<file path="config.mk">
export PLATFORM = sky130hd
export DESIGN_NAME = cube_sharp_contain_unit_flat
export DESIGN_NICKNAME = d
export VERILOG_FILES = /design/src/design/csc_pkg.sv /design/src/design/csc_if.sv /design/src/design/cube_sharp_contain_unit.sv /design/src/flat_wrapper.sv
export SDC_FILE = /design/constraint.sdc
export NUM_CORES = 1
export LEC_CHECK = 0
export BUFFER_PORTS_ARGS = -buffer_cell sky130_fd_sc_hd__buf_2
export CORE_UTILIZATION = 42
export DETAILED_ROUTE_END_ITERATION = 12
export GPL_TIMING_DRIVEN = 0
export PLACE_DENSITY = 0.71
export SYNTH_ARGS = -nofsm -noshare
export SYNTH_HDL_FRONTEND = slang
export SYNTH_SLANG_ARGS = --single-unit
</file>
<file path="constraint.sdc">
create_clock -name clk -period 4.2 [get_ports clk]
set_input_delay 0.21 -clock clk [delete_from_list [all_inputs] [get_ports clk]]
set_output_delay 0.21 -clock clk [all_outputs]
set_load 0.005 [all_outputs]
</file>
<file path="src/design/csc_pkg.sv">
`default_nettype none
package csc_pkg;

  localparam int CUBE_W    = 32;
  localparam int FIELD_POS = 16;
  localparam int CFG_W     = 5;
  localparam logic [CFG_W-1:0] WIDTH_RESET = CFG_W'(16);

  typedef enum logic [1:0] {
    CODE_ZERO = 2'd0,
    CODE_ONE  = 2'd1,
    CODE_DC   = 2'd2,
    CODE_BAD  = 2'd3
  } code_t;

  typedef enum logic [1:0] {
    ST_CUBE    = 2'd0,
    ST_EMPTY   = 2'd1,
    ST_CONTAIN = 2'd2,
    ST_INVALID = 2'd3
  } status_t;

  typedef enum logic [1:0] {
    V_NOT_CONTAINED = 2'd0,
    V_STRICT        = 2'd1,
    V_EQUAL         = 2'd2
  } verdict_t;

  typedef enum logic [1:0] {
    S_IDLE,
    S_SCAN,
    S_DECIDE,
    S_EMIT
  } state_t;

endpackage
`default_nettype wire

</file>
<file path="src/design/csc_if.sv">
`default_nettype none
interface csc_in_if;
  import csc_pkg::*;
  logic              valid;
  logic              ready;
  logic              op;
  logic [CUBE_W-1:0] cube_a;
  logic [CUBE_W-1:0] cube_b;
  modport source (output valid, op, cube_a, cube_b, input ready);
  modport sink   (input valid, op, cube_a, cube_b, output ready);
endinterface

interface csc_out_if;
  import csc_pkg::*;
  logic              valid;
  logic              ready;
  status_t           status;
  logic [CUBE_W-1:0] result_cube;
  verdict_t          verdict;
  logic              last;
  modport source (output valid, status, result_cube, verdict, last, input ready);
  modport sink   (input valid, status, result_cube, verdict, last, output ready);
endinterface
`default_nettype wire

</file>
<file path="src/design/cube_sharp_contain_unit.sv">
// An accepted word is scanned one position per cycle over the w used positions, then
// decided; the first result is registered from the decide state, or from the emit state for a split.
// A new word is taken only in idle, once the last result of the previous word is in the output
// register; the serial position scan sets the throughput.
// A sharp emits at most one result word per cycle; the output register frees the input side.
// Reset (synchronous, rst_n low) returns to idle, drops the output word and sets width to 16.
`default_nettype none
module cube_sharp_contain_unit #(
  parameter int MAX_POSITIONS = 16
) (
  input  logic                       clk,
  input  logic                       rst_n,
  input  logic                       cfg_we,
  input  logic [csc_pkg::CFG_W-1:0]  cfg_wdata,
  csc_in_if.sink                     in_ch,
  csc_out_if.source                  out_ch
);
  import csc_pkg::*;

  localparam int LIM = (MAX_POSITIONS < FIELD_POS) ? MAX_POSITIONS : FIELD_POS;

  state_t            state_r, state_nxt;
  logic [CFG_W-1:0]  width_r, width_nxt;
  logic              op_r, op_nxt;
  logic              bad_r, bad_nxt;
  logic              conf_r, conf_nxt;
  logic [CUBE_W-1:0] a_r, a_nxt;
  logic [CUBE_W-1:0] b_r, b_nxt;
  logic [CUBE_W-1:0] a_sh_r, a_sh_nxt;
  logic [CUBE_W-1:0] b_sh_r, b_sh_nxt;
  logic [LIM-1:0]    pend_r, pend_nxt;
  logic [LIM-1:0]    pos_r, pos_nxt;
  logic [CFG_W-1:0]  cnt_r, cnt_nxt;
  logic              out_valid_r, out_valid_nxt;
  status_t           status_r, status_nxt;
  logic [CUBE_W-1:0] cube_r, cube_nxt;
  verdict_t          verdict_r, verdict_nxt;
  logic              last_r, last_nxt;

  logic [CFG_W-1:0]  w_eff;
  logic [CUBE_W-1:0] wmask;
  logic [CUBE_W-1:0] posmask;
  logic [CUBE_W-1:0] emit_cube;
  logic [1:0]        comp;
  logic [LIM-1:0]    pend_rest;
  logic              out_free;
  code_t             ca, cb;

  // Width zero acts as one, oversize clamps to the position limit.
  always_comb begin
    if (width_r == '0) begin
      w_eff = CFG_W'(1);
    end else if (width_r > CFG_W'(LIM)) begin
      w_eff = CFG_W'(LIM);
    end else begin
      w_eff = width_r;
    end
  end

  always_comb begin
    wmask   = '0;
    posmask = '0;
    for (int j = 0; j < LIM; j++) begin
      wmask[2*j +: 2]   = (CFG_W'(j) < w_eff) ? 2'b11 : 2'b00;
      posmask[2*j +: 2] = {2{pos_r[j]}};
    end
  end

  assign comp      = b_sh_r[1:0] ^ 2'b01;
  assign emit_cube = (a_r & ~posmask) | ({FIELD_POS{comp}} & posmask);
  assign pend_rest = pend_r >> 1;
  assign out_free  = !out_valid_r || out_ch.ready;
  assign ca        = code_t'(a_sh_r[1:0]);
  assign cb        = code_t'(b_sh_r[1:0]);

  assign in_ch.ready        = (state_r == S_IDLE);
  assign out_ch.valid       = out_valid_r;
  assign out_ch.status      = status_r;
  assign out_ch.result_cube = cube_r;
  assign out_ch.verdict     = verdict_r;
  assign out_ch.last        = last_r;

  always_comb begin
    state_nxt     = state_r;
    width_nxt     = cfg_we ? cfg_wdata : width_r;
    op_nxt        = op_r;
    bad_nxt       = bad_r;
    conf_nxt      = conf_r;
    a_nxt         = a_r;
    b_nxt         = b_r;
    a_sh_nxt      = a_sh_r;
    b_sh_nxt      = b_sh_r;
    pend_nxt      = pend_r;
    pos_nxt       = pos_r;
    cnt_nxt       = cnt_r;
    out_valid_nxt = out_valid_r && !out_ch.ready;
    status_nxt    = status_r;
    cube_nxt      = cube_r;
    verdict_nxt   = verdict_r;
    last_nxt      = last_r;

    case (state_r)
      S_IDLE: begin
        if (in_ch.valid) begin
          op_nxt    = in_ch.op;
          a_nxt     = in_ch.cube_a & wmask;
          b_nxt     = in_ch.cube_b & wmask;
          a_sh_nxt  = in_ch.cube_a & wmask;
          b_sh_nxt  = in_ch.cube_b & wmask;
          bad_nxt   = 1'b0;
          conf_nxt  = 1'b0;
          pend_nxt  = '0;
          pos_nxt   = LIM'(1);
          cnt_nxt   = '0;
          state_nxt = S_SCAN;
        end
      end
      S_SCAN: begin
        if (ca == CODE_BAD || cb == CODE_BAD) begin
          bad_nxt = 1'b1;
        end else if (ca == CODE_DC) begin
          if (cb != CODE_DC) begin
            pend_nxt = pend_r | pos_r;
          end
        end else if (cb == CODE_DC) begin
          if (op_r) begin
            conf_nxt = 1'b1;
          end
        end else if (ca != cb) begin
          conf_nxt = 1'b1;
        end
        a_sh_nxt = a_sh_r >> 2;
        b_sh_nxt = b_sh_r >> 2;
        pos_nxt  = pos_r << 1;
        cnt_nxt  = cnt_r + CFG_W'(1);
        if (cnt_r == w_eff - CFG_W'(1)) begin
          state_nxt = S_DECIDE;
        end
      end
      S_DECIDE: begin
        b_sh_nxt = b_r;
        pos_nxt  = LIM'(1);
        if (!bad_r && !op_r && !conf_r && pend_r != '0) begin
          state_nxt = S_EMIT;
        end else if (out_free) begin
          out_valid_nxt = 1'b1;
          last_nxt      = 1'b1;
          cube_nxt      = '0;
          verdict_nxt   = V_NOT_CONTAINED;
          if (bad_r) begin
            status_nxt = ST_INVALID;
          end else if (op_r) begin
            status_nxt = ST_CONTAIN;
            if (conf_r) begin
              verdict_nxt = V_NOT_CONTAINED;
            end else if (pend_r != '0) begin
              verdict_nxt = V_STRICT;
            end else begin
              verdict_nxt = V_EQUAL;
            end
          end else if (conf_r) begin
            status_nxt = ST_CUBE;
            cube_nxt   = a_r;
          end else begin
            status_nxt = ST_EMPTY;
          end
          state_nxt = S_IDLE;
        end
      end
      S_EMIT: begin
        // hold on a pending position until the output register frees
        if (!pend_r[0] || out_free) begin
          if (pend_r[0]) begin
            out_valid_nxt = 1'b1;
            status_nxt    = ST_CUBE;
            cube_nxt      = emit_cube;
            verdict_nxt   = V_NOT_CONTAINED;
            last_nxt      = (pend_rest == '0);
          end
          pend_nxt = pend_rest;
          b_sh_nxt = b_sh_r >> 2;
          pos_nxt  = pos_r << 1;
          if (pend_rest == '0) begin
            state_nxt = S_IDLE;
          end
        end
      end
      default: begin
        state_nxt = S_IDLE;
      end
    endcase
  end

  always_ff @(posedge clk) begin
    if (!rst_n) begin
      state_r     <= S_IDLE;
      width_r     <= WIDTH_RESET;
      out_valid_r <= 1'b0;
    end else begin
      state_r     <= state_nxt;
      width_r     <= width_nxt;
      out_valid_r <= out_valid_nxt;
    end
  end

  always_ff @(posedge clk) begin
    op_r      <= op_nxt;
    bad_r     <= bad_nxt;
    conf_r    <= conf_nxt;
    a_r       <= a_nxt;
    b_r       <= b_nxt;
    a_sh_r    <= a_sh_nxt;
    b_sh_r    <= b_sh_nxt;
    pend_r    <= pend_nxt;
    pos_r     <= pos_nxt;
    cnt_r     <= cnt_nxt;
    status_r  <= status_nxt;
    cube_r    <= cube_nxt;
    verdict_r <= verdict_nxt;
    last_r    <= last_nxt;
  end

  a_emit_pending: assert property (@(posedge clk) disable iff (!rst_n)
    state_r == S_EMIT |-> pend_r != '0)
    else $error("emit phase entered with nothing pending");

  a_scan_bound: assert property (@(posedge clk) disable iff (!rst_n)
    state_r == S_SCAN |-> cnt_r < w_eff)
    else $error("scan ran past the used positions");

  a_accept_scan: assert property (@(posedge clk) disable iff (!rst_n)
    in_ch.valid && in_ch.ready |=> state_r == S_SCAN)
    else $error("accepted word did not start a scan");

  a_invalid_clean: assert property (@(posedge clk) disable iff (!rst_n)
    out_valid_r && status_r == ST_INVALID |-> cube_r == '0 && last_r)
    else $error("invalid status word carries a cube or is not last");

  a_verdict_zero: assert property (@(posedge clk) disable iff (!rst_n)
    out_valid_r && status_r != ST_CONTAIN |-> verdict_r == V_NOT_CONTAINED)
    else $error("verdict set on a non-containment word");

endmodule
`default_nettype wire

</file>
<file path="src/flat_wrapper.sv">
// flat-port wrapper written by rule: the top's interface ports become plain ports
module cube_sharp_contain_unit_flat import csc_pkg::*;
#(
  parameter int MAX_POSITIONS = 16
)
  (clk, rst_n, cfg_we, cfg_wdata, in_ch_valid, in_ch_op, in_ch_cube_a, in_ch_cube_b, in_ch_ready, out_ch_valid, out_ch_status, out_ch_result_cube, out_ch_verdict, out_ch_last, out_ch_ready);
  csc_in_if in_ch_i ();
  csc_out_if out_ch_i ();
  input  logic clk;
  input  logic rst_n;
  input  logic cfg_we;
  input  logic [csc_pkg::CFG_W-1:0] cfg_wdata;
  input wire logic [$bits(in_ch_i.valid)-1:0] in_ch_valid;
  input wire logic [$bits(in_ch_i.op)-1:0] in_ch_op;
  input wire logic [$bits(in_ch_i.cube_a)-1:0] in_ch_cube_a;
  input wire logic [$bits(in_ch_i.cube_b)-1:0] in_ch_cube_b;
  output wire logic [$bits(in_ch_i.ready)-1:0] in_ch_ready;
  output wire logic [$bits(out_ch_i.valid)-1:0] out_ch_valid;
  output wire logic [$bits(out_ch_i.status)-1:0] out_ch_status;
  output wire logic [$bits(out_ch_i.result_cube)-1:0] out_ch_result_cube;
  output wire logic [$bits(out_ch_i.verdict)-1:0] out_ch_verdict;
  output wire logic [$bits(out_ch_i.last)-1:0] out_ch_last;
  input wire logic [$bits(out_ch_i.ready)-1:0] out_ch_ready;
  assign in_ch_i.valid = in_ch_valid;
  assign in_ch_i.op = in_ch_op;
  assign in_ch_i.cube_a = in_ch_cube_a;
  assign in_ch_i.cube_b = in_ch_cube_b;
  assign in_ch_ready = in_ch_i.ready;
  assign out_ch_valid = out_ch_i.valid;
  assign out_ch_status = out_ch_i.status;
  assign out_ch_result_cube = out_ch_i.result_cube;
  assign out_ch_verdict = out_ch_i.verdict;
  assign out_ch_last = out_ch_i.last;
  assign out_ch_i.ready = out_ch_ready;
  cube_sharp_contain_unit #(.MAX_POSITIONS(MAX_POSITIONS)) u_core (.clk(clk), .rst_n(rst_n), .cfg_we(cfg_we), .cfg_wdata(cfg_wdata), .in_ch(in_ch_i), .out_ch(out_ch_i));
endmodule
</file>
==> impl_metrics.py <==
metrics = {
    "outcome": {
        "outcome": "complete, no violations",
    },
    "worst_setup_path": {
        "crit_chain": "clkbuf_1 -> clkbuf_1 -> o221ai_1 -> nor2_4",
        "worstPathRequired_ps": 4330,
        "reg2reg_from": "u_core.state_r[1]$_SDFFE_PN0P_",
        "crit_fanout": 37,
        "crit_arrival_ps": 3140,
        "startpoint_type": "flip-flop",
        "worstSetupPathType": "reg -> reg",
        "cp_slowest_cell": "nor2_4",
        "cpPeakStageDelay_ps": 850,
        "setup.worst_path.end_class": "flip-flop",
        "critPathTopFamily": "buffers and inverters",
        "critPathLaunch": "u_core.state_r[1]$_SDFFE_PN0P_",
        "cp_num_buf_inv": 2,
        "path_common_cell": "clkbuf_1",
    },
    "placement": {
        "port-buffer-count": 112,
        "place.gp.congestion": 0.806,
        "place_area_um2": 10300,
        "hpwl_um": 14900,
    },
    "routing": {
        "vias": 6017,
        "wl_met3_um": 1280,
        "dr_wl_met2_um": 10100,
        "final_antenna_net_count": 0,
        "first_pass_iters": 5,
        "drtIter0Drc": 371,
        "wl_met1_um": 9010,
        "totalWireLength_um": 20800,
        "routedWlPerCell_um": 18.3,
        "drc": 0,
        "vias_per_cell": 5.29,
        "highest_layer": "met4",
    },
    "global_routing": {
        "overflow": 0,
        "antenna_found_initial": 0,
        "grt_usage_pct": 18.9,
        "grt_first_pass_wirelength_um": 32300,
        "grt_pass1_vias": 5947,
        "grt_max_degree": 67,
    },
    "sta": {
        "finalSetupTns_ps": 0,
        "fmax_mhz": 332,
        "relSlewSlack_pct": 26.9,
        "hold_violations": 0,
        "tightest_slew_ps": 1090,
        "clock_skew_ps": 16.6,
        "period_share_pct": 71.6,
        "drv_slew": 0,
        "min_period_ps": 3010,
        "rsz0062_at_grt": "false",
        "setup_viol": 0,
    },
    "cells_and_area": {
        "fillCellCount": 1906,
        "final_nets": 920,
        "layout_common_cells": "edfxtp_1, buf_2, nor2_1",
        "area_delta_synth_final_pct": 20.0,
        "finalInstanceArea_um2": 11200,
        "final_common_cell": "edfxtp_1",
        "diodes": 0,
        "drive_gt1_share_pct": 23.2,
    },
    "clocking": {
        "clk_pin_slew_worst_paths_ps": 60,
        "cts_made_buffers": 23,
        "post_cts_buffers": 0,
        "clock_latency_ps": 510,
        "post_cts_resized": 0,
        "htreeDepth": 1,
        "cts_sinks": 213,
        "cts-root-buf": "clkbuf_16",
        "cts_buffer_depth": 3,
        "cts_tree": "done",
    },
    "die": {
        "ios": 114,
        "die_h_um": 151,
        "dieArea_um2": 22700,
        "core_area_um2": 21800,
        "rows": 54,
        "die_w_um": 151,
        "start_util_pct": 42.7,
    },
    "yosys": {
        "ys_types": 46,
        "synth_edf_count": 205,
        "syn_nets": 767,
        "ys_warn_count": 0,
        "synth-main-ff-cell": "edfxtp_1",
        "yosysSeqAreaShare_pct": 67.9,
        "netlist_area_um2": 9300,
        "ys_ff_latch": 213,
        "syn_avg_cell_area_um2": 13.5,
        "postSynthCellCount": 689,
        "async_flop_share_pct": 0,
    },
    "flow_run": {
        "max_cap_viol_count": 0,
    },
    "power_and_ir_drop": {
        "powerDensity_nw_per_um2": 491,
        "power_leakage_uw": 0.00416,
        "power_uw": 5480,
        "peakVddDrop_mv": 0.320,
    },
    "min_path": {
        "min_path_type": "in -> reg",
        "hp-start": "in_ch_cube_a[2]",
    },
}
==> what timing repair did <==
item	CTS	global route
hold buffers	12	0
setup endpoints to repair	0	0
hold endpoints to repair	11	0
==> cells in the mapped netlist, drive strengths merged, types with 2 or more instances <==
library cell | n | area [um^2]
a21o | 2 | 15.0
a21oi | 23 | 115
a22o | 32 | 280
a31oi | 4 | 25.0
and2 | 41 | 257
and2b | 10 | 75.1
buf | 14 | 86.3
clkbuf | 29 | 110
dfxtp | 8 | 160
edfxtp | 205 | 6160
ha | 3 | 37.5
inv | 5 | 18.8
mux2 | 28 | 315
mux2i | 37 | 370
nand2 | 45 | 169
nand2b | 3 | 18.8
nand3 | 5 | 25.0
nor2 | 68 | 255
nor2b | 36 | 225
nor3 | 6 | 30.0
nor4 | 5 | 46.3
o21a | 3 | 22.5
o21ai | 49 | 245
o21bai | 2 | 15.0
or2 | 3 | 18.8
xnor2 | 5 | 43.8
xor2 | 4 | 35.0
==> final cells by class <==
cell class | instances | area [um^2] | share of cell area (%)
tap | 280 | 350 | 3.14
inverter | 5 | 18.8 | 0.168
buffer | 43 | 196 | 1.76
multi-input combinational | 428 | 2800 | 25.1
clock buffer | 31 | 626 | 5.61
timing repair buffer | 128 | 743 | 6.66
sequential | 213 | 6320 | 56.6
clock inverter | 10 | 105 | 0.942
==> path summary, 6_finish.rpt <==
path,to,cells after the start,slack [ps]
worst min-delay path,u_core.a_r[2]$_DFFE_PP_,2,10
worst min register to register,u_core.out_ch.valid$_SDFF_PN0_,2,510
worst max-delay path,u_core.out_ch.result_cube[19]$_DFFE_PP_,4,1190
worst max register to register,u_core.out_ch.result_cube[19]$_DFFE_PP_,4,1190
==> state kept, by name (all words and copies together) (netlist names) <==
register                   cells
u_core.b_r                    32
u_core.cnt_r                   5
u_core.b_sh_r                 32
u_core.a_sh_r                 32
u_core.out_ch.verdict          2
u_core.pos_r                  16
u_core.pend_r                 16
u_core.conf_r                  1
u_core.width_r                 5
u_core.state_r                 2
u_core.a_r                    32
u_core.out_ch.result_cube     32
u_core.out_ch.valid            1
u_core.out_ch.last             1
u_core.bad_r                   1
u_core.op_r                    1
u_core.out_ch.status           2
==> per-layer routing <==
| metal | up-vias | track usage (%) |
|---|---|---|
| met1 | 2911 | 25.3 |
| li1 | 2846 | - |
| met2 | 222 | 31.6 |
| met4 | 0 | 5.55 |
| met3 | 38 | 3.43 |
| met5 | - | 0 |
==> kinds of logic after synthesis <==
group                      count (synthesis)  share of synthesized area [%]
DFF                                      213                           67.9
muxes                                     65                           7.37
AOI/OAI and AO/OA                        125                           8.77
buffers and inverters                     48                           2.31
and+or+nand+nor                          226                           12.4
adders and majority gates                  3                          0.404
xor gates and xnor gates                   9                          0.848
==> where the power goes <==
group / switching [uW] / internal (uW) / total (uW)
Sequential: 128 / 2670 / 2800
Clock: 810 / 1170 / 1980
Combinational: 413 / 283 / 696
==> per-stage QoR <==
stage               hold WS (ps)  worst slack [ps]  util [%]  instances
finish                      11.5              1190      51.3       1138
global route                7.85              1060      51.3       1138
CTS                        0.203              1210      51.3       1138
detailed placement           416              1240      47.4       1085
global placement             412              -310      46.9       1081
floorplan                    272               968         -        689
Power figures use the tool's default switching activity.
